--- src/hw/rtl/srat_ram.sv ---
// Generic single-port-write, single-port-read RAM with registered read.
module srat_ram #(
  parameter int WIDTH = 8,
  parameter int DEPTH = 16
) (
  input  logic                     clk,
  input  logic                     wr_en,
  input  logic [$clog2(DEPTH)-1:0] wr_addr,
  input  logic [WIDTH-1:0]         wr_data,
  input  logic                     rd_en,
  input  logic [$clog2(DEPTH)-1:0] rd_addr,
  output logic [WIDTH-1:0]         rd_data
);

  logic [WIDTH-1:0] mem [DEPTH];

  always_ff @(posedge clk) begin
    if (wr_en) begin
      mem[wr_addr] <= wr_data;
    end
    if (rd_en) begin
      rd_data <= mem[rd_addr];
    end
  end

endmodule

--- config.mk ---
export PLATFORM = sky130hd
export DESIGN_NAME = srat_ram
export DESIGN_NICKNAME = d
export VERILOG_FILES = /design/src/hw/rtl/srat_ram.sv
export SDC_FILE = /design/constraint.sdc
export NUM_CORES = 1
export LEC_CHECK = 0
export BUFFER_PORTS_ARGS = -buffer_cell sky130_fd_sc_hd__buf_2
export CORE_MARGIN = 2
export CORE_UTILIZATION = 50
export DETAILED_ROUTE_END_ITERATION = 12
export GPL_ROUTABILITY_DRIVEN = 0
export PLACE_DENSITY = 0.72
export SLEW_MARGIN = 25
export SYNTH_ARGS = -nofsm -noshare
export SYNTH_HDL_FRONTEND = slang
export SYNTH_SLANG_ARGS = --single-unit
--- constraint.sdc ---
create_clock -name clk -period 2.4 [get_ports clk]
set_input_delay 0.36 -clock clk [delete_from_list [all_inputs] [get_ports clk]]
set_output_delay 0.36 -clock clk [all_outputs]
set_load 0.02 [all_outputs]
==> flow_metrics.env, run 1 <==
export IMPL_max_vdd_ir_drop_uv=394
export IMPL_power_density_nw_per_um2=873
export IMPL_grt_first_pass_wirelength_um=14500
export IMPL_firstDrtPassIters=4
export IMPL_yosysMostFrequentCell="sky130_fd_sc_hd__edfxtp_1"
export IMPL_final_max_slew_viol_count=0
export IMPL_top_level_ports=27
export IMPL_worstSkewPairLatency_ns=0.52
export IMPL_detailedPlace_worstSlack_ns=0.446
export IMPL_final_setup_tns_ns=0
export IMPL_fin_hold_ws_ns=0.203
export IMPL_postCtsSetupBuffers=0
export IMPL_cts_clk_slew_worst_paths_ns=0.06
export IMPL_synthesis_area_per_instance_um2=22.8
export IMPL_port_buffer_count=26
export IMPL_synth_edff_count=136
export IMPL_placed_cell_area_um2=5600
export IMPL_drc_errors=0
export IMPL_grtUsageTotal_pct=18.5
export IMPL_crit_arrival_ns=1.10
export IMPL_floorplan_core_area_um2=10200
export IMPL_slew_limit_headroom_pct=52.8
export IMPL_clock_tree_from_tritoncts="yes"
export IMPL_finalNetCount=302
export IMPL_post_cts_resized_instances=0
export IMPL_synthesized_area_um2=5230
export IMPL_timing_setup_critical_path_class="flip-flop to primary output"
export IMPL_number_of_failing_setup_endpoints_in_the_final_timing_report=0
export IMPL_timing_critical_path_fanout_max=1
export IMPL_routed_wirelength_um=9420
export IMPL_ys_ff_latch=136
export IMPL_ys_top_cells_by_area="sky130_fd_sc_hd__edfxtp_1, sky130_fd_sc_hd__mux4_2, sky130_fd_sc_hd__mux4_1"
export IMPL_cts_buffer_depth=2
export IMPL_synth_top_cell_by_area="sky130_fd_sc_hd__edfxtp_1"
export IMPL_outcome="finished clean"
export IMPL_critPathRequiredTime_ns=2.04
export IMPL_detail_route_iter0_violations=211
export IMPL_synthesis_instances=229
export IMPL_synth_fp_nets=248
export IMPL_min_path_type="input pin to flip-flop"
export IMPL_achievable_frequency_mhz=685
export IMPL_yosysWarnings=0
export IMPL_routed_via_density=5.62
export IMPL_max_capacitance_violation_count=0
export IMPL_finalPower_mw=5.37
export IMPL_synth_sequential_area_ratio_pct=78.1
export IMPL_final_setup_skew_ns=0.00804
export IMPL_synth_commonest_cells="sky130_fd_sc_hd__edfxtp_1, sky130_fd_sc_hd__mux4_2, sky130_fd_sc_hd__a22oi_1"
export IMPL_postSynth_topFlopCell="sky130_fd_sc_hd__edfxtp_1"
export IMPL_instances_no_fill=432
export IMPL_floorplan_die_width_um=106
export IMPL_ys_async_sr_fraction_pct=0
export IMPL_slowest_delay_ns=0.40
export IMPL_grt_pass1_vias=2485
export IMPL_pin_slew_with_the_least_headroom_to_its_limit_ns=0.706
export IMPL_kind_of_end_point_of_the_critical_path="primary output"
export IMPL_final_util_pct=60.2
export IMPL_final_global_route_overflow_total=0
export IMPL_synth_top_cell_area_share_pct=78.1
export IMPL_fp_dieArea_um2=11300
export IMPL_area_growth_pct=17.8
export IMPL_setup_ws_ns=0.941
export IMPL_diodes=0
export IMPL_ys_types=18
export IMPL_fill_cells=703
export IMPL_core_rowCount=37
export IMPL_initial_core_util_pct=51.1
export IMPL_period_minus_slack_ns=1.46
export IMPL_detailed_place_hpwl_um=6010
export IMPL_clock_root_cell="sky130_fd_sc_hd__clkbuf_8"
export IMPL_post_drt_wl_per_cell_um=21.8
export IMPL_crit_path_start_kind="flip-flop"
export IMPL_cts_inserted_buffers=17
export IMPL_bufs_and_invs_on_worst_path=1
export IMPL_finalCritPeriodShare_pct=60.8
export IMPL_cp_slowest_cell="sky130_fd_sc_hd__edfxtp_1"
export IMPL_final_design_area_no_fill_um2=6160
export IMPL_p_leak_nw=2.08
export IMPL_postCtsHoldBufs=0
export IMPL_worst_path_dominant_cell_family="flip-flops"
export IMPL_dp_cells=400
export IMPL_antenna_found_initial=0
export IMPL_rsz_0062_raised_after_global_routing="no"
export IMPL_num_vias=2427
export IMPL_cp_cell_sequence="buf_2"
export IMPL_cts_sink_count=136
export IMPL_die_h_um=106
export IMPL_ctsHtreeMaxLevel=4
export IMPL_final_layout_size_suffix_gt1_share_pct=30.1
export IMPL_largest_net_degree_at_the_start_of_global_routing=33
export IMPL_final_antenna_net_count=0
export IMPL_finalHoldViolCount=0
## layout make-up
type	count	area (µm²)	area share, %
Timing Repair Buffer	45	285	4.63
Tap cell	136	170	2.76
Sequential cell	136	4080	66.3
Clock inverter	10	128	2.07
Clock buffer	22	433	7.03
Multi-Input combinational cell	83	1060	17.2
## layout by cell type (no fill, tap or decap)
cell type                    count
sky130_fd_sc_hd__or3b_2          1
sky130_fd_sc_hd__mux4_2         18
sky130_fd_sc_hd__nand2_1         9
sky130_fd_sc_hd__clkinv_1        2
sky130_fd_sc_hd__nand2b_1        2
sky130_fd_sc_hd__clkbuf_8        1
sky130_fd_sc_hd__and2_1          1
sky130_fd_sc_hd__clkbuf_1        5
sky130_fd_sc_hd__bufinv_16       3
sky130_fd_sc_hd__nor2b_1         1
sky130_fd_sc_hd__nor3_1          4
sky130_fd_sc_hd__buf_2          26
sky130_fd_sc_hd__a22oi_1        16
sky130_fd_sc_hd__buf_4          18
sky130_fd_sc_hd__nor2_1         13
sky130_fd_sc_hd__and2b_1         1
sky130_fd_sc_hd__clkbuf_16      16
sky130_fd_sc_hd__buf_12          1
sky130_fd_sc_hd__clkinv_2        3
sky130_fd_sc_hd__nand3b_1        2
sky130_fd_sc_hd__mux4_1         14
sky130_fd_sc_hd__clkinvlp_4      2
sky130_fd_sc_hd__edfxtp_1      136
sky130_fd_sc_hd__nand3_1         1
## routing by layer
layer | up-vias | GRT usage (%) | routed length (µm)
li1 | 1091 | - | -
met1 | 1239 | 25.7 | 3880
met2 | 87 | 27.8 | 4860
met3 | 10 | 5.89 | 558
met4 | 0 | 6.67 | 119
met5 | - | 0 | 0
## cells by family (layout without fill, tap and decap cells)
family / Yosys count / count (layout) / share of synthesized area, %
AOI/OAI and AO/OA: 16 / 16 / 2.30
buffers and inverters: 10 / 77 / 1.65
DFF: 136 / 136 / 78.1
muxes: 32 / 32 / 14.8
and+or+nand+nor: 35 / 35 / 3.14
## sequential cells by signal (all words and copies together), names as in the netlist
signal   count
rd_data      8
mem        128
## power by group
| part | internal, mW | leakage (nW) | switching, mW |
|---|---|---|---|
| Clock | 1.57 | 0.268 | 0.866 |
| Combinational | 0.102 | 0.578 | 0.147 |
| Sequential | 2.68 | 1.24 | 0.0135 |
## path summary, 6_finish.rpt
kind               from         end  slack [ns]  depth (start not counted)
max reg2reg   mem[5][3]  rd_data[3]        0.94                          3
max          rd_data[6]  rd_data[6]        0.94                          1
min reg2reg  mem[15][6]  rd_data[6]        0.75                          3
min               rd_en  rd_data[1]        0.20                          1
(Power assumes the default switching activity.)
==> run 2, diff against run 1 <==
- ABC_AREA: default -> 1
- clock period: 2.4 -> 1.5 ns (I/O delays scaled with it)
==> run 2 against run 1 <==
Critical path depth stayed put. Clock power is 98% higher. Via count rose by 63%.
==> flow_metrics.env, run 2 <==
export IMPL_number_of_failing_setup_endpoints_in_the_final_timing_report=0
export IMPL_pin_slew_with_the_least_headroom_to_its_limit_ns=0.616
export IMPL_period_minus_slack_ns=1.24
export IMPL_synthesis_area_per_instance_um2=10.6
export IMPL_ys_top_cells_by_area="sky130_fd_sc_hd__edfxtp_1, sky130_fd_sc_hd__nand2_1, sky130_fd_sc_hd__nand3_1"
export IMPL_critPathRequiredTime_ns=1.27
export IMPL_final_global_route_overflow_total=0
export IMPL_postSynth_topFlopCell="sky130_fd_sc_hd__edfxtp_1"
export IMPL_crit_arrival_ns=1.02
export IMPL_cp_slowest_cell="sky130_fd_sc_hd__edfxtp_1"
export IMPL_final_util_pct=60.4
export IMPL_routed_wirelength_um=13600
export IMPL_finalHoldViolCount=0
export IMPL_initial_core_util_pct=51.2
export IMPL_min_path_type="input pin to flip-flop"
export IMPL_synth_top_cell_area_share_pct=69.8
export IMPL_ys_types=11
export IMPL_synth_compound_area_share_pct=0
export IMPL_drc_errors=0
export IMPL_timing_critical_path_fanout_max=1
export IMPL_postCtsSetupBuffers=0
export IMPL_fill_cells=896
export IMPL_synth_edff_count=136
export IMPL_final_cell_mix="sky130_fd_sc_hd__nand2_1, sky130_fd_sc_hd__edfxtp_1, sky130_fd_sc_hd__inv_1"
export IMPL_num_vias=3951
export IMPL_synth_fp_nets=570
export IMPL_detail_route_iter0_violations=486
export IMPL_power_clock_fraction_pct=49.7
export IMPL_core_rowCount=39
export IMPL_p_switching_mw=1.94
export IMPL_setup_ws_ns=0.260
export IMPL_ys_async_sr_fraction_pct=0
export IMPL_final_antenna_net_count=0
export IMPL_main_combinational_cell_family_by_area_after_synthesis="simple AND/OR/NAND/NOR gates"
export IMPL_p_leak_nw=3.00
export IMPL_synthesis_instances=551
export IMPL_post_synth_mux_area_share_pct=0
export IMPL_share_seq_of_total_power_pct=44.5
export IMPL_yosysWarnings=0
export IMPL_largest_net_degree_at_the_start_of_global_routing=33
export IMPL_cts_buffer_depth=2
export IMPL_area_growth_pct=18.0
export IMPL_timing_setup_critical_path_class="flip-flop to primary output"
export IMPL_final_max_slew_viol_count=0
export IMPL_cp_cell_sequence="buf_2"
export IMPL_worstSkewPairLatency_ns=0.41
export IMPL_max_capacitance_violation_count=0
export IMPL_bufs_and_invs_on_worst_path=1
export IMPL_yosys_area_share_simple_pct=20.8
export IMPL_top_level_ports=27
export IMPL_slowest_delay_ns=0.42
export IMPL_synthAdderAreaFrac_pct=0
export IMPL_port_buffer_count=26
export IMPL_grt_first_pass_wirelength_um=20900
export IMPL_firstDrtPassIters=5
export IMPL_finalNetCount=615
export IMPL_crit_path_start_kind="flip-flop"
export IMPL_reg_largest_list="mem (128), rd_data (8)"
export IMPL_antenna_found_initial=0
export IMPL_diodes=0
export IMPL_outcome="finished clean"
export IMPL_layout_commonest_cell="sky130_fd_sc_hd__nand2_1"
export IMPL_worst_path_dominant_cell_family="flip-flops"
export IMPL_clock_root_cell="sky130_fd_sc_hd__clkbuf_16"
export IMPL_floorplan_core_area_um2=11400
export IMPL_postCtsHoldBufs=0
export IMPL_seq_area_um2=4080
export IMPL_cts_sink_count=136
export IMPL_max_vdd_ir_drop_uv=777
export IMPL_detailed_place_hpwl_um=7820
export IMPL_area_occupied_by_multi_input_gates_um2=1210
export IMPL_detailedPlace_worstSlack_ns=0.00455
export IMPL_synthXorXnorAreaFrac_pct=0
export IMPL_ctsHtreeMaxLevel=4
export IMPL_power_density_nw_per_um2=1400
export IMPL_cts_clk_slew_worst_paths_ns=0.06
export IMPL_kind_of_end_point_of_the_critical_path="primary output"
export IMPL_die_h_um=112
export IMPL_rsz_0062_raised_after_global_routing="no"
export IMPL_final_setup_skew_ns=0.00588
export IMPL_routed_via_density=5.25
export IMPL_combPwrFrac_pct=5.8
export IMPL_ys_ff_latch=136
export IMPL_grt_pass1_vias=3968
export IMPL_finalPower_mw=9.67
export IMPL_achievable_frequency_mhz=806
export IMPL_largest_register_ffs=128
export IMPL_synth_top_cell_by_area="sky130_fd_sc_hd__edfxtp_1"
export IMPL_synth_commonest_cells="sky130_fd_sc_hd__nand2_1, sky130_fd_sc_hd__edfxtp_1, sky130_fd_sc_hd__inv_1"
export IMPL_yosysMostFrequentCell="sky130_fd_sc_hd__nand2_1"
export IMPL_post_cts_resized_instances=0
export IMPL_post_drt_wl_per_cell_um=18.0
export IMPL_clock_tree_from_tritoncts="yes"
export IMPL_synthesized_area_um2=5850
export IMPL_final_setup_tns_ns=0
export IMPL_grtUsageTotal_pct=22.3
export IMPL_max_flop_register="mem"
export IMPL_slew_limit_headroom_pct=58.9
export IMPL_finalCritPeriodShare_pct=82.7
export IMPL_fin_hold_ws_ns=0.176
export IMPL_cts_inserted_buffers=17
export IMPL_p_int_mw=7.73
export IMPL_final_layout_size_suffix_gt1_share_pct=13.1
export IMPL_floorplan_die_width_um=112
export IMPL_fp_dieArea_um2=12600
export IMPL_switching_share_pct=20.1
export IMPL_synth_sequential_area_ratio_pct=69.8
[run 2: cell types whose count changed after synthesis, moves of 4 or more]
cell / delta
sky130_fd_sc_hd__a22oi_1: -16
sky130_fd_sc_hd__nor2_1: +4
sky130_fd_sc_hd__nand3_1: +96
sky130_fd_sc_hd__inv_1: +100
sky130_fd_sc_hd__mux4_2: -18
sky130_fd_sc_hd__buf_2: +10
sky130_fd_sc_hd__nand2_1: +164
sky130_fd_sc_hd__mux4_1: -14
sky130_fd_sc_hd__nor3_1: -4
[run 2: area by class of cell]
type | count | share of cell area, %
Sequential cell | 136 | 59.2
Timing Repair Buffer | 50 | 5.22
Tap cell | 143 | 2.59
Multi-Input combinational cell | 289 | 17.6
Clock inverter | 13 | 3.61
Inverter | 102 | 5.55
Clock buffer | 19 | 6.27
[run 2: cell families after synthesis]
logic type | Yosys count
and+or+nand+nor | 289
DFF | 136
buffers and inverters | 126
[run 2: path summary, 6_finish.rpt]
kind	startpoint	endpoint	slack, ns	depth (start not counted)
min	rd_en	rd_data[3]	0.18	1
max	rd_data[2]	rd_data[2]	0.26	1
max reg2reg	mem[5][0]	rd_data[0]	0.29	6
min reg2reg	mem[10][0]	rd_data[0]	0.75	6
[run 2: routing by layer]
| metal | vias to the layer above | GRT usage (%) | routed length (µm) |
|---|---|---|---|
| met1 | 1865 | 29.4 | 5610 |
| li1 | 1872 | - | - |
| met2 | 177 | 35.7 | 6520 |
| met3 | 37 | 4.81 | 950 |
| met5 | - | 0 | 0 |
| met4 | 0 | 10.7 | 474 |
[run 2: power by group through the flow]
stage | combinational [mW] | clock [mW] | sequential (mW)
2_1_floorplan | 0.300 | 0 | 4.40
3_5_place_dp | 0.544 | 0 | 4.39
4_1_cts | 0.556 | 4.86 | 4.31
6_report | 0.558 | 4.81 | 4.31
3_3_place_gp | 0.528 | 0 | 4.38
5_1_grt | 0.612 | 5.04 | 4.31
[run 2: through the flow]
step	instance area, µm²	std cells
3_3_place_gp	6220	720
3_5_place_dp	6220	720
5_1_grt	6900	752
6_report	6900	752
4_1_cts	6900	752
2_1_floorplan	5850	551
