`src/hw/rtl/srat_pkg.sv`:
```
// Shared constants, codes and types for the severity ranked alert table.
package srat_pkg;

  localparam int ENTRIES   = 16;
  localparam int KEY_BITS  = 32;
  localparam int TIME_BITS = 40;
  localparam int SEV_BITS  = 3;
  localparam int FUNC_W    = 2;
  localparam int RANK_W    = 4;
  localparam int IDX_W     = (ENTRIES > 1) ? $clog2(ENTRIES) : 1;
  localparam int CNT_W     = $clog2(ENTRIES + 1);
  localparam int CMP_W     = (CNT_W > RANK_W) ? CNT_W : RANK_W;
  localparam int ENTRY_W   = KEY_BITS + SEV_BITS + TIME_BITS;
  localparam int ORD_W     = SEV_BITS + TIME_BITS + IDX_W;

  localparam logic [IDX_W-1:0] LAST_IDX = IDX_W'(ENTRIES - 1);

  typedef enum logic [FUNC_W-1:0] {
    FUNC_UPDATE = 2'd0,
    FUNC_CLEAR  = 2'd1,
    FUNC_RANK   = 2'd2
  } func_t;

  typedef enum logic [1:0] {
    ST_IDLE,
    ST_SCAN,
    ST_DECIDE,
    ST_DONE
  } state_t;

  typedef struct packed {
    logic [KEY_BITS-1:0]  key;
    logic [SEV_BITS-1:0]  sev;
    logic [TIME_BITS-1:0] tm;
  } entry_t;

  typedef struct packed {
    logic                 ok;
    logic [KEY_BITS-1:0]  key;
    logic [SEV_BITS-1:0]  sev;
    logic [TIME_BITS-1:0] tm;
  } rsp_t;

  typedef struct packed {
    logic             set;
    logic             clr;
    logic             clr_all;
    logic [IDX_W-1:0] idx;
  } vld_op_t;

endpackage

```
`src/hw/rtl/srat_engine.sv`:
```
// Sequencer and scan datapath: match, eviction and ranked selection over the entry RAM.
module srat_engine import srat_pkg::*; (
  input  logic                 clk,
  input  logic                 rst,
  input  logic                 start,
  input  logic [FUNC_W-1:0]    func,
  input  logic [KEY_BITS-1:0]  key,
  input  logic [SEV_BITS-1:0]  severity,
  input  logic [TIME_BITS-1:0] time_ms,
  input  logic [RANK_W-1:0]    rank_index,
  input  logic [ENTRIES-1:0]   vld,
  input  logic [CNT_W-1:0]     count,
  input  logic                 slot_free,
  output logic                 idle,
  output logic                 done,
  output rsp_t                 rsp,
  output vld_op_t              vop,
  output logic                 ram_wr_en,
  output logic [IDX_W-1:0]     ram_wr_addr,
  output entry_t               ram_wr_data,
  output logic                 ram_rd_en,
  output logic [IDX_W-1:0]     ram_rd_addr,
  input  entry_t               ram_rd_data
);

  state_t state, state_next;

  logic                 issuing;
  logic [IDX_W-1:0]     issue_idx;
  logic                 data_vld;
  logic [IDX_W-1:0]     data_idx;

  logic [FUNC_W-1:0]    op_func;
  logic [KEY_BITS-1:0]  op_key;
  logic [SEV_BITS-1:0]  op_sev;
  logic [TIME_BITS-1:0] op_tm;
  logic [RANK_W-1:0]    op_rank;

  logic                 match_found;
  logic [IDX_W-1:0]     match_idx;
  logic [SEV_BITS-1:0]  min_sev;
  logic [IDX_W-1:0]     min_idx;

  logic [RANK_W-1:0]    pass;
  logic                 has_bound;
  logic [ORD_W-1:0]     bound;
  logic                 best_found;
  logic [ORD_W-1:0]     best_ord;
  entry_t               best_entry;

  logic                 rank_ok;
  logic                 scan_op;
  logic                 rescan;
  logic                 last_data;
  logic [ORD_W-1:0]     cur_ord;
  logic                 free_found;
  logic [IDX_W-1:0]     free_idx;
  logic                 store;
  logic [IDX_W-1:0]     slot;

  assign rank_ok   = CMP_W'(rank_index) < CMP_W'(count);
  assign scan_op   = (func == FUNC_UPDATE) || ((func == FUNC_RANK) && rank_ok);
  assign last_data = data_vld && (data_idx == LAST_IDX);
  assign rescan    = (op_func == FUNC_RANK) && best_found && (pass != op_rank);
  // Sort order: severity, then time, then lower slot first.
  assign cur_ord   = {ram_rd_data.sev, ram_rd_data.tm, ~data_idx};

  always_comb begin
    free_found = 1'b0;
    free_idx   = '0;
    for (int i = ENTRIES - 1; i >= 0; i--) begin
      if (!vld[i]) begin
        free_found = 1'b1;
        free_idx   = IDX_W'(i);
      end
    end
  end

  always_comb begin
    store = 1'b0;
    slot  = match_idx;
    if (op_sev != '0) begin
      priority if (match_found) begin
        store = 1'b1;
        slot  = match_idx;
      end else if (free_found) begin
        store = 1'b1;
        slot  = free_idx;
      end else if (op_sev >= min_sev) begin
        store = 1'b1;
        slot  = min_idx;
      end
    end
  end

  always_ff @(posedge clk) begin
    if (rst) begin
      state <= ST_IDLE;
    end else begin
      state <= state_next;
    end
  end

  always_comb begin
    state_next = state;
    idle       = 1'b0;
    done       = 1'b0;
    unique case (state)
      ST_IDLE: begin
        idle = 1'b1;
        if (start) begin
          state_next = scan_op ? ST_SCAN : ST_DONE;
        end
      end
      ST_SCAN: begin
        if (last_data) begin
          state_next = ST_DECIDE;
        end
      end
      ST_DECIDE: begin
        state_next = rescan ? ST_SCAN : ST_DONE;
      end
      ST_DONE: begin
        done = slot_free;
        if (slot_free) begin
          state_next = ST_IDLE;
        end
      end
      default: state_next = ST_IDLE;
    endcase
  end

  assign ram_rd_en   = issuing;
  assign ram_rd_addr = issue_idx;
  assign ram_wr_en   = (state == ST_DECIDE) && (op_func == FUNC_UPDATE) && store;
  assign ram_wr_addr = slot;
  assign ram_wr_data = '{key: op_key, sev: op_sev, tm: op_tm};

  always_ff @(posedge clk) begin
    if (rst) begin
      issuing   <= 1'b0;
      issue_idx <= '0;
      data_vld  <= 1'b0;
    end else begin
      data_vld <= issuing;
      if ((state == ST_IDLE && start && scan_op) || (state == ST_DECIDE && rescan)) begin
        issuing   <= 1'b1;
        issue_idx <= '0;
      end else if (issuing) begin
        issue_idx <= issue_idx + 1'b1;
        if (issue_idx == LAST_IDX) begin
          issuing <= 1'b0;
        end
      end
    end
  end

  always_ff @(posedge clk) begin
    data_idx <= issue_idx;
    unique case (state)
      ST_IDLE: begin
        if (start) begin
          op_func     <= func;
          op_key      <= key;
          op_sev      <= severity;
          op_tm       <= time_ms;
          op_rank     <= rank_index;
          match_found <= 1'b0;
          best_found  <= 1'b0;
          has_bound   <= 1'b0;
          pass        <= '0;
          rsp         <= '{ok: (func == FUNC_CLEAR), default: '0};
          vop         <= '{clr_all: (func == FUNC_CLEAR), default: '0};
        end
      end
      ST_SCAN: begin
        if (data_vld) begin
          if (op_func == FUNC_UPDATE) begin
            if (vld[data_idx] && ram_rd_data.key == op_key && !match_found) begin
              match_found <= 1'b1;
              match_idx   <= data_idx;
            end
            if (data_idx == '0 || ram_rd_data.sev < min_sev) begin
              min_sev <= ram_rd_data.sev;
              min_idx <= data_idx;
            end
          end else begin
            if (vld[data_idx] && (!has_bound || cur_ord < bound) &&
                (!best_found || cur_ord > best_ord)) begin
              best_found <= 1'b1;
              best_ord   <= cur_ord;
              best_entry <= ram_rd_data;
            end
          end
        end
      end
      ST_DECIDE: begin
        if (op_func == FUNC_UPDATE) begin
          if (op_sev == '0) begin
            if (match_found) begin
              rsp.ok  <= 1'b1;
              vop.clr <= 1'b1;
              vop.idx <= match_idx;
            end
          end else if (store) begin
            rsp.ok  <= 1'b1;
            vop.set <= 1'b1;
            vop.idx <= slot;
          end
        end else if (best_found) begin
          if (pass == op_rank) begin
            rsp <= '{ok: 1'b1, key: best_entry.key, sev: best_entry.sev, tm: best_entry.tm};
          end else begin
            pass       <= pass + 1'b1;
            bound      <= best_ord;
            has_bound  <= 1'b1;
            best_found <= 1'b0;
          end
        end
      end
      ST_DONE: begin
      end
      default: begin
      end
    endcase
  end

endmodule

```
`config.mk`:
```
export PLATFORM = sky130hd
export DESIGN_NAME = srat_engine
export DESIGN_NICKNAME = d
export VERILOG_FILES = /design/src/hw/rtl/srat_pkg.sv /design/src/hw/rtl/srat_engine.sv
export SDC_FILE = /design/constraint.sdc
export NUM_CORES = 1
export LEC_CHECK = 0
export BUFFER_PORTS_ARGS = -buffer_cell sky130_fd_sc_hd__clkbuf_2
export CORE_UTILIZATION = 58
export DETAILED_ROUTE_END_ITERATION = 10
export PLACE_DENSITY = 0.88
export SYNTH_ARGS = -nofsm -noshare
export SYNTH_HDL_FRONTEND = slang
export SYNTH_SLANG_ARGS = --single-unit
export TNS_END_PERCENT = 50
```
`constraint.sdc`:
```
create_clock -name clk -period 14.6 [get_ports clk]
set_input_delay 1.46 -clock clk [delete_from_list [all_inputs] [get_ports clk]]
set_output_delay 1.46 -clock clk [all_outputs]
set_load 0.02 [all_outputs]
```
==> reports/metrics.csv, run 1 <==
stage,metric,value,unit
min_path,Hold/Removal Path Class,reg -> reg,
critical_path,worst flop-to-flop path startpoint,best_ord[21]$_DFFE_PP_,
clock_network,"Clk pin slew, worst setup/hold paths",0.06,ns
layout,most frequent cells in the layout,"350 x clkbuf_2, 308 x edfxtp_1, 114 x inv_1",
sta,setup TNS,0,ns
clock_network,Sink Count,320,
run_status,status,"complete, no violations",
global_route,initial antenna violation count,3,
synth,largest cells by area after synthesis,"edfxtp_1 66%, ha_1 9.6%, and2_1 3.8%",
routing,Final Routed Wirelength,33800,um
sta,"Hold Violations, Final",0,
sta,FMAX,199,MHz
placement,Placed Area,16100,sq um
floorplan,number of cell rows,56,
critical_path,Crit Path Max Fanout,52,
sta,Fin Hold WS,0.412,ns
min_path,Hold Path Depth,0,
sta,Setup Viol. Count Final,0,
synth,"Seq/Total Area, Yosys",68.1,%
layout,Multi-input gate area,3970,sq um
global_route,GRT overflow,0,
placement,placer congestion estimate,0.871,
layout,storage element area,9490,sq um
synth,Cells after Synth,958,
synth,Synth top area share,66.4,%
synth,Mean Syn Cell Area,14.5,sq um
pwr,VDD IR-drop max,0.147,mV
min_path,Hold Crit Endpoint,data_idx[3]$_DFF_P_,
critical_path,Worst Path Required,14.73,ns
clock_network,CTS hold repair buffers,0,
layout,final instance area,17200,sq um
synth,total nets after synthesis,1246,
synth,leading area contributor after synthesis,edfxtp_1,
critical_path,reg2reg setup slack,10.22,ns
critical_path,worst-case reg-to-reg path depth,11,
synth,Synth Warn #,0,
global_route,vias in the first global route,9348,
placement,Placed Cells,1619,
sta,Final Critical Period,5.04,ns
layout,layout cells sized above 1,31.1,%
routing,drt pass-1 iters,5,
placement,Port Buffer Count,350,
pwr,Leakage Power,0.00736,uW
sta,clk_skew,0.00930,ns
routing,vias per inst,5.53,
sta,Final Slew Violations,0,
layout,"commonest non-fill, non-tap cell in the layout",clkbuf_2,
floorplan,Die Height,157,um
critical_path,CP Class,in -> reg,
global_route,first-pass GRT wire length,49800,um
layout,fill count,1496,
floorplan,num ports,351,
synth,main flop type after synthesis,edfxtp_1,
floorplan,Initial Utilization,59.1,%
clock_network,root buffer cell,clkbuf_16,
pwr,PwrDens,174,nW/um^2
critical_path,Reg2Reg Capture Point,best_entry[56]$_DFFE_PP_,
synth,#FFs+latches synth,320,
routing,WL/cell,20.2,um
global_route,pin count of the biggest net entering global routing,101,
clock_network,cts bufs inserted,34,
clock_network,H-Tree Depth,2,
placement,Final HPWL DP,24700,um
synth,ys async rst share,0,%
synth,"EDFF count, synth",308,
synth,Synth Cell Area,13900,sq um
routing,total number of vias,9272,
global_route,Tot GR Track Use,27.3,%
layout,Area Overhead vs Synth,23.3,%
critical_path,beginning of the critical path,ram_rd_data[9],
synth,Yosys cell types,59,
job,Max Cap Violations,0,
sta,RSZ-0062 raised after global routing,no,
critical_path,Worst EP arrival,5.16,ns
critical_path,Setup crit end kind,register,
floorplan,Core ar.,23500,sq um
layout,post-route insts no fill,1677,
sta,Worst Tran Pin Value,1.05,ns
clock_network,setup bufs post-CTS,0,
floorplan,die area,24600,sq um
clock_network,"Clk Latency, worst-skew pair",0.50,ns
floorplan,die extent in x,157,um
clock_network,CTS tree,yes,
clock_network,Longest Clk Path Bufs,3,
sta,Rel. slew slack,29.9,%
routing,First DRT Iteration DRCs,570,
layout,fin nets,1624,
routing,DR DRC count,0,
routing,remaining antenna violation count,0,
sta,Final WS setup,9.56,ns
critical_path,Setup crit start kind,primary input,
clock_network,post-cts repair resize count,0,
min_path,HP Start,ram_rd_addr[3]$_SDFFE_PP0P_,
placement,pre-CTS setup slack,9.02,ns
sta,period utilization,34.5,%
## where the power goes
group / total [uW] / switching [uW] / leakage, uW / internal [uW]
Combinational: 781 / 546 / 0.00384 / 235
Clock: 841 / 337 / 0.000529 / 505
Sequential: 1360 / 87.2 / 0.00299 / 1270
Total: 2980 / 969 / 0.00736 / 2010
## synthesized netlist by cell type, types with 2 or more instances
| master | number |
|---|---|
| and4_2 | 4 |
| inv_1 | 115 |
| xnor2_1 | 15 |
| nand2b_1 | 8 |
| a31oi_1 | 2 |
| nand2_1 | 37 |
| o21ai_0 | 18 |
| nor3b_1 | 2 |
| ha_1 | 107 |
| dfxtp_1 | 12 |
| nor2b_1 | 7 |
| a221oi_1 | 3 |
| o21a_1 | 4 |
| and2_1 | 84 |
| edfxtp_1 | 308 |
| a21oi_1 | 48 |
| xor2_1 | 26 |
| nor4_1 | 8 |
| a211oi_1 | 10 |
| mux4_1 | 3 |
| nand4_1 | 25 |
| nor3_1 | 8 |
| o211ai_1 | 4 |
| nand3_1 | 11 |
| a21boi_0 | 3 |
| or2_2 | 3 |
| a21o_1 | 12 |
| nor2_1 | 24 |
| mux4_2 | 2 |
| clkbuf_1 | 12 |
| and4_1 | 5 |
## flip-flops by register name, indices dropped and copies added, names as in the netlist, 2 cells and up
signal and cells:
match_idx 4, op_key 32, op_func 2, best_ord 47
ram_rd_addr 4, op_sev 3, op_rank 4, min_sev 3
state 2, op_tm 40, vop 7, rsp 76
min_idx 4, data_idx 4, pass 4, best_entry 32
bound 47
## routing by layer
metal | part of all wire (%) | GRT usage (%) | vias to the layer above
li1 | - | - | 4279
met1 | 35 | 30.3 | 4474
met2 | 53 | 49.9 | 427
met3 | 7.1 | 5.92 | 92
met4 | 4.0 | 12.6 | 0
met5 | 0 | 0 | -
## critical path: stages
cell,delay [ns]
clkbuf_2,0.10
ha_1,0.32
and4_1,0.22
nor4bb_1,0.61
o31ai_1,0.17
o311ai_0,0.19
and3_2,0.27
o41ai_1,0.08
a41oi_2,0.22
nor2b_4,0.73
buf_4,0.71
## kinds of logic (layout without fill, tap and decap cells)
kind of cell    Yosys count  in the layout  share of synthesized area, %
compound gates          122            122                          5.59
xor+xnor                 41             41                          2.58
fa+ha+maj               107            107                          9.61
buf+inv                 129            527                          3.59
flops                   320            320                          68.1
mux                       6              6                         0.961
other cells               0              2                             0
simple gates            233            233                          9.52
## worst max-delay path by stage
stage                     depth (start not counted)  slack, ns                  endpoint
after floorplan                                   4       6.82      rsp[0]$_SDFFCE_PN0P_
after global placement                           11       9.19  best_entry[50]$_DFFE_PP_
after detailed placement                         11       9.02  best_entry[50]$_DFFE_PP_
after CTS                                        11       9.53  best_entry[45]$_DFFE_PP_
after global routing                             11       9.42  best_entry[56]$_DFFE_PP_
final                                            11       9.56  best_entry[56]$_DFFE_PP_
## area by class of cell
type / count / area share (%)
Tap cell: 319 / 2.33
Multi-Input combinational cell: 509 / 23.1
Clock buffer: 37 / 5.15
Antenna cell: 2 / 0.0292
Sequential cell: 320 / 55.3
Timing Repair Buffer: 356 / 10.5
Clock inverter: 19 / 1.12
Inverter: 115 / 2.52
## stage by stage
| step | util (%) | power [uW] |
|---|---|---|
| CTS | 72.9 | 3000 |
| detailed placement | 68.3 | 2150 |
| global route | 72.9 | 3100 |
| finish | 72.9 | 2980 |
| floorplan | - | 1850 |
| global placement | 68.3 | 2130 |
No activity file was read; power rests on OpenSTA's default activity.
==> inputs of run 2 (changes only) <==
- ABC_AREA: unset -> 1
- CORE_UTILIZATION: 58 -> 48
- PLACE_DENSITY: 0.88 -> 0.78
- clock period: 14.6 -> 4.3 ns (I/O delays scaled with it)
==> run 2 against run 1 <==
  * Combinational power increased to 3.8 times the previous value
  * Clock power increased to 3.3 times the previous value
  * Final cell count increased by 17%
  * Cell area increased by 2.5%
  * Clock-buffer cell count increased by 4
  * Global-route usage decreased by 5.0 points
  * Largest power group unchanged
==> reports/metrics.csv, run 2 <==
stage,metric,value,unit
sta,Final Critical Period,3.45,ns
min_path,Hold/Removal Path Class,in -> reg,
synth,commonest cells in the synthesized netlist,"308 x edfxtp_1, 244 x inv_1, 201 x nand2_1",
layout,Top reg by flops,rsp,
floorplan,die extent in x,174,um
clock_network,CTS tree,yes,
sta,Rel. slew slack,28.6,%
synth,ys async rst share,0,%
critical_path,Setup crit end kind,primary output,
floorplan,die area,30400,sq um
routing,Final Routed Wirelength,33800,um
synth,Cells after Synth,1167,
floorplan,Core ar.,28900,sq um
critical_path,reg2reg setup slack,1.22,ns
routing,DR DRC count,0,
clock_network,Longest Clk Path Bufs,3,
clock_network,Sink Count,320,
floorplan,num ports,351,
routing,remaining antenna violation count,0,
critical_path,Reg2Reg Capture Point,best_entry[74]$_DFFE_PP_,
layout,most frequent cells in the layout,"350 x clkbuf_2, 308 x edfxtp_1, 243 x inv_1",
placement,placer congestion estimate,0.898,
layout,Largest register FFs,76,
synth,"EDFF count, synth",308,
clock_network,root buffer cell,clkbuf_16,
sta,"Hold Violations, Final",0,
synth,Synth Cell Area,14200,sq um
global_route,Tot GR Track Use,22.3,%
global_route,vias in the first global route,10200,
pwr,Leakage Power,0.00827,uW
floorplan,number of cell rows,62,
synth,largest cells by area after synthesis,"edfxtp_1 65%, ha_1 9.4%, inv_1 6.4%",
global_route,first-pass GRT wire length,52200,um
layout,Area Overhead vs Synth,23.6,%
sta,clk_skew,0.0193,ns
min_path,HP Start,time_ms[37],
run_status,status,"complete, no violations",
critical_path,worst flop-to-flop path startpoint,data_idx[2]$_DFF_P_,
synth,#FFs+latches synth,320,
routing,drt pass-1 iters,5,
synth,Yosys cell types,50,
pwr,PwrDens,599,nW/um^2
placement,Final HPWL DP,25800,um
routing,vias per inst,5.01,
critical_path,worst-case reg-to-reg path depth,12,
sta,period utilization,80.3,%
placement,Port Buffer Count,350,
clock_network,"Clk pin slew, worst setup/hold paths",0.06,ns
min_path,Hold Crit Endpoint,op_tm[37]$_DFFE_PP_,
layout,layout cells sized above 1,27.7,%
global_route,pin count of the biggest net entering global routing,87,
min_path,Hold Path Depth,1,
layout,utilization after layout,60.8,%
layout,"commonest non-fill, non-tap cell in the layout",clkbuf_2,
clock_network,cts bufs inserted,34,
placement,pre-CTS setup slack,1.19,ns
sta,Fin Hold WS,0.0884,ns
routing,total number of vias,9819,
job,Max Cap Violations,0,
sta,RSZ-0062 raised after global routing,no,
synth,Synth top area share,64.9,%
clock_network,H-Tree Depth,2,
routing,First DRT Iteration DRCs,658,
synth,Synth Warn #,0,
clock_network,"Clk Latency, worst-skew pair",0.52,ns
routing,WL/cell,17.3,um
critical_path,Crit Path Max Fanout,86,
pwr,VDD IR-drop max,0.503,mV
critical_path,CP Class,reg -> out,
layout,fin nets,1836,
synth,Mean Syn Cell Area,12.2,sq um
sta,Setup Viol. Count Final,0,
clock_network,post-cts repair resize count,0,
synth,"Seq/Total Area, Yosys",66.6,%
floorplan,Die Height,174,um
critical_path,Setup crit start kind,register,
layout,fill count,2282,
synth,"count leader, synth",edfxtp_1,
global_route,GRT overflow,0,
synth,leading area contributor after synthesis,edfxtp_1,
sta,Worst Tran Pin Value,1.06,ns
floorplan,Initial Utilization,49.2,%
global_route,initial antenna violation count,6,
synth,main flop type after synthesis,edfxtp_1,
layout,biggest regs,"rsp x76, best_ord x47, bound x47",
critical_path,Worst EP arrival,3.02,ns
sta,Final Slew Violations,0,
critical_path,Worst Path Required,3.87,ns
clock_network,setup bufs post-CTS,0,
sta,FMAX,290,MHz
sta,Final WS setup,0.849,ns
clock_network,CTS hold repair buffers,0,
synth,total nets after synthesis,1455,
-- run 2: how the worst max path moves through the flow --
stage                     cells after the start                        to  slack (ns)                   from
after floorplan                               5        bound[0]$_DFFE_PP_       -0.37  state[0]$_SDFFE_PP0P_
after global placement                        5       bound[10]$_DFFE_PP_        1.25  state[0]$_SDFFE_PP0P_
after detailed placement                     11  best_entry[72]$_DFFE_PP_        1.19        ram_rd_data[42]
after CTS                                     7                 ram_wr_en        0.77  state[0]$_SDFFE_PP0P_
after global routing                          7                 ram_wr_en        0.58  state[0]$_SDFFE_PP0P_
final                                         7                 ram_wr_en        0.85  state[0]$_SDFFE_PP0P_
-- run 2: critical path: stages (launching register included) --
cell      delay [ns]
dfxtp_1         0.34
inv_1           0.14
ha_4            0.76
inv_1           0.50
nor2_1          0.35
inv_1           0.10
nor2_1          0.11
clkbuf_2        0.20
-- run 2: cell families (layout without fill, tap and decap cells) --
family / count (synthesis) / count (layout) / synth area share, %
AO/OA/AOI/OAI: 143 / 143 / 5.97
XOR/XNOR: 28 / 28 / 1.72
adder cells (fa/ha/maj): 107 / 107 / 9.40
buffers and inverters: 259 / 664 / 6.88
flip-flops: 320 / 320 / 66.6
other: 0 / 3 / 0
AND/OR/NAND/NOR: 310 / 310 / 9.41
-- run 2: per-layer routing --
layer	global-route usage, %	part of all wire (%)	vias up
li1	-	-	4742
met1	26.3	39	4652
met2	39.6	51	347
met3	5.53	7.4	72
met4	7.42	2.9	6
met5	0	0.12	-
-- run 2: cell type report --
type                            instances  area [sq um]  share of cell area (%)
Sequential cell                       320          9490                    53.9
Antenna cell                            3          7.51                  0.0427
Multi-Input combinational cell        588          3810                    21.7
Timing Repair Buffer                  357          1800                    10.3
Clock buffer                           41           920                    5.23
Inverter                              247           928                    5.28
Clock inverter                         19           158                   0.896
Tap cell                              384           480                    2.73
-- run 2: power by group --
part / leakage [uW] / total (uW) / internal, uW / switching, uW
Sequential: 0.00299 / 4730 / 4440 / 290
Clock: 0.000520 / 2810 / 1610 / 1210
Combinational: 0.00476 / 3000 / 814 / 2190
-- run 2: stage by stage --
| stage | power [uW] | cells | cell area [sq um] | setup TNS (ns) |
|---|---|---|---|---|
| 3_5_place_dp | 7810 | 1896 | 16500 | 0 |
| 4_1_cts | 10600 | 1956 | 17600 | 0 |
| 6_report | 10500 | 1959 | 17600 | 0 |
| 3_3_place_gp | 7730 | 1896 | 16500 | 0 |
| 5_1_grt | 11000 | 1958 | 17600 | 0 |
| 2_1_floorplan | 6630 | 1167 | 14300 | -17.18 |
==> inputs of run 3 (changes only) <==
- clock period: 4.3 -> 2.95 ns (I/O delays scaled with it)
==> run 3 against run 2 <==
  * Worst setup slack worse by 0.67 ns
  * Global-route usage up 2.8 points
  * Critical path depth rose by 1
  * First-iteration DRC count rose by 27%
  * Clock skew grew 0.0083 ns
  * Cell area rose by 7.9%
  * Final cell count is 6.5% higher
  * Sequential power increased by 46%
  * Clock-buffer cell count rose by 5
  * Clock power up 51%
  * Non-clock buffer count rose by 123
  * Largest power group unchanged
==> reports/metrics.csv, run 3 (synthesis gave the netlist of run 2 again) <==
stage,metric,value,unit
routing,Final Routed Wirelength,37900,um
critical_path,Levels on crit path,8,
layout,"commonest non-fill, non-tap cell in the layout",clkbuf_2,
layout,utilization after layout,65.6,%
critical_path,WP buf/inv,2,
global_route,GRT overflow,0,
layout,most frequent cells in the layout,"350 x clkbuf_2, 308 x edfxtp_1, 240 x inv_1",
critical_path,Worst EP arrival,2.48,ns
clock_network,post-cts repair resize count,0,
floorplan,die extent in x,174,um
global_route,first-pass GRT wire length,58600,um
sta,Worst Tran Pin Value,0.689,ns
clock_network,Sink Count,320,
sta,FMAX,361,MHz
layout,fin nets,1960,
layout,final instance area,19000,sq um
placement,Port Buffer Count,350,
clock_network,H-Tree Depth,2,
floorplan,number of cell rows,62,
global_route,pin count of the biggest net entering global routing,53,
critical_path,most frequent CP cell,a21oi_1,
sta,Setup Viol. Count Final,0,
critical_path,CP peak stage delay,0.44,ns
placement,Final HPWL DP,25800,um
routing,DR DRC count,0,
floorplan,Core ar.,28900,sq um
sta,Final Slew Violations,0,
critical_path,"delay-heaviest family, CP",compound AO/OA/AOI/OAI gates,
critical_path,Crit Path Max Fanout,6,
clock_network,"Clk Latency, worst-skew pair",0.52,ns
pwr,PwrDens,833,nW/um^2
routing,First DRT Iteration DRCs,837,
layout,Top reg by flops,rsp,
sta,RSZ-0062 raised after global routing,no,
sta,period utilization,94.0,%
global_route,vias in the first global route,11000,
job,Max Cap Violations,0,
global_route,Tot GR Track Use,25.1,%
min_path,Hold/Removal Path Class,in -> reg,
floorplan,num ports,351,
critical_path,Slowest cell on crit path,edfxtp_1,
layout,biggest regs,"rsp x76, best_ord x47, bound x47",
sta,Final Critical Period,2.77,ns
critical_path,Worst Path Required,2.65,ns
run_status,status,"complete, no violations",
critical_path,worst-case reg-to-reg path depth,12,
layout,Largest register FFs,76,
critical_path,reg2reg setup slack,0.35,ns
critical_path,Setup crit end kind,primary output,
layout,fill count,2113,
placement,Placed Area,16700,sq um
min_path,Hold Path Depth,1,
global_route,initial antenna violation count,6,
clock_network,cts bufs inserted,35,
layout,Area Overhead vs Synth,33.3,%
floorplan,Initial Utilization,49.2,%
clock_network,root buffer cell,clkbuf_16,
routing,total number of vias,10600,
floorplan,die area,30400,sq um
pwr,VDD IR-drop max,0.502,mV
clock_network,CTS tree,yes,
sta,"Hold Violations, Final",0,
critical_path,sequence of cells on the critical path,"ha_1, nand2_1, o211ai_2, nor2_2, inv_2, a21oi_1, a21oi_1, clkbuf_2",
clock_network,"Clk pin slew, worst setup/hold paths",0.06,ns
routing,remaining antenna violation count,0,
floorplan,Die Height,174,um
clock_network,Longest Clk Path Bufs,3,
routing,vias per inst,5.07,
critical_path,Setup crit start kind,register,
sta,clk_skew,0.0277,ns
placement,placer congestion estimate,0.873,
sta,Rel. slew slack,52.9,%
layout,layout cells sized above 1,26.7,%
pwr,Leakage Power,0.00881,uW
routing,drt pass-1 iters,5,
routing,WL/cell,18.2,um
critical_path,CP Class,reg -> out,
[run 3: through the flow]
stage	setup slack (ns)	hold WS (ns)	setup TNS [ns]	instances	power, uW
2_1_floorplan	-0.257	0.379	-35.68	1167	9770
3_3_place_gp	0.426	0.414	0	1900	11400
3_5_place_dp	0.316	0.419	0	1900	11500
4_1_cts	0.145	0.000566	0	2079	15800
5_1_grt	0.00794	0.00179	0	2086	16500
6_report	0.178	0.0123	0	2086	15800
[run 3: worst paths after layout]
kind	start	to
worst min register to register	ram_rd_addr[0]$_SDFFE_PP0P_	data_idx[0]$_DFF_P_
worst min-delay path	ram_rd_data[70]	best_entry[70]$_DFFE_PP_
worst max register to register	data_idx[2]$_DFF_P_	best_entry[48]$_DFFE_PP_
worst max-delay path	op_sev[2]$_DFFE_PP_	ram_wr_addr[3]
[run 3: where the power goes]
group / total [uW] / internal, uW / switching, uW
Sequential: 6910 / 6470 / 439
Combinational: 4670 / 1360 / 3310
Clock: 4230 / 2450 / 1770
[run 3: layer usage]
| layer | GRT usage (%) | wire length, um |
|---|---|---|
| met1 | 30.1 | 14700 |
| met2 | 43.3 | 18800 |
| met3 | 5.14 | 2630 |
| met4 | 11.7 | 1650 |
| met5 | 0 | 0 |
[run 3: worst register-to-register path, cell delays in order (launching register included)]
cell and delay (ns):
dfxtp_2 0.38, inv_1 0.11, ha_1 0.33, a21oi_1 0.17, a21oi_1 0.11, o21ai_1 0.13, o2111ai_1 0.15, nand2_1 0.10
nand3_1 0.10, nand2_1 0.08, nand3_2 0.12, nor2_4 0.19, buf_12 0.27
[run 3: timing repair]
action / in CTS / in global routing
setup buffers: 0 / 0
endpoints found under the hold margin: 118 / 1
hold buffers: 118 / 1
[run 3: area by class of cell]
cell class | instances | area [sq um] | area share, %
clock inverters | 15 | 148 | 0.778
diodes | 6 | 15.0 | 0.0791
well taps | 384 | 480 | 2.53
inverters | 247 | 928 | 4.89
flip-flops and latches | 320 | 9500 | 50.0
clock buffers | 46 | 948 | 5.00
multi-input cells | 588 | 3890 | 20.5
repair buffers | 480 | 3080 | 16.2
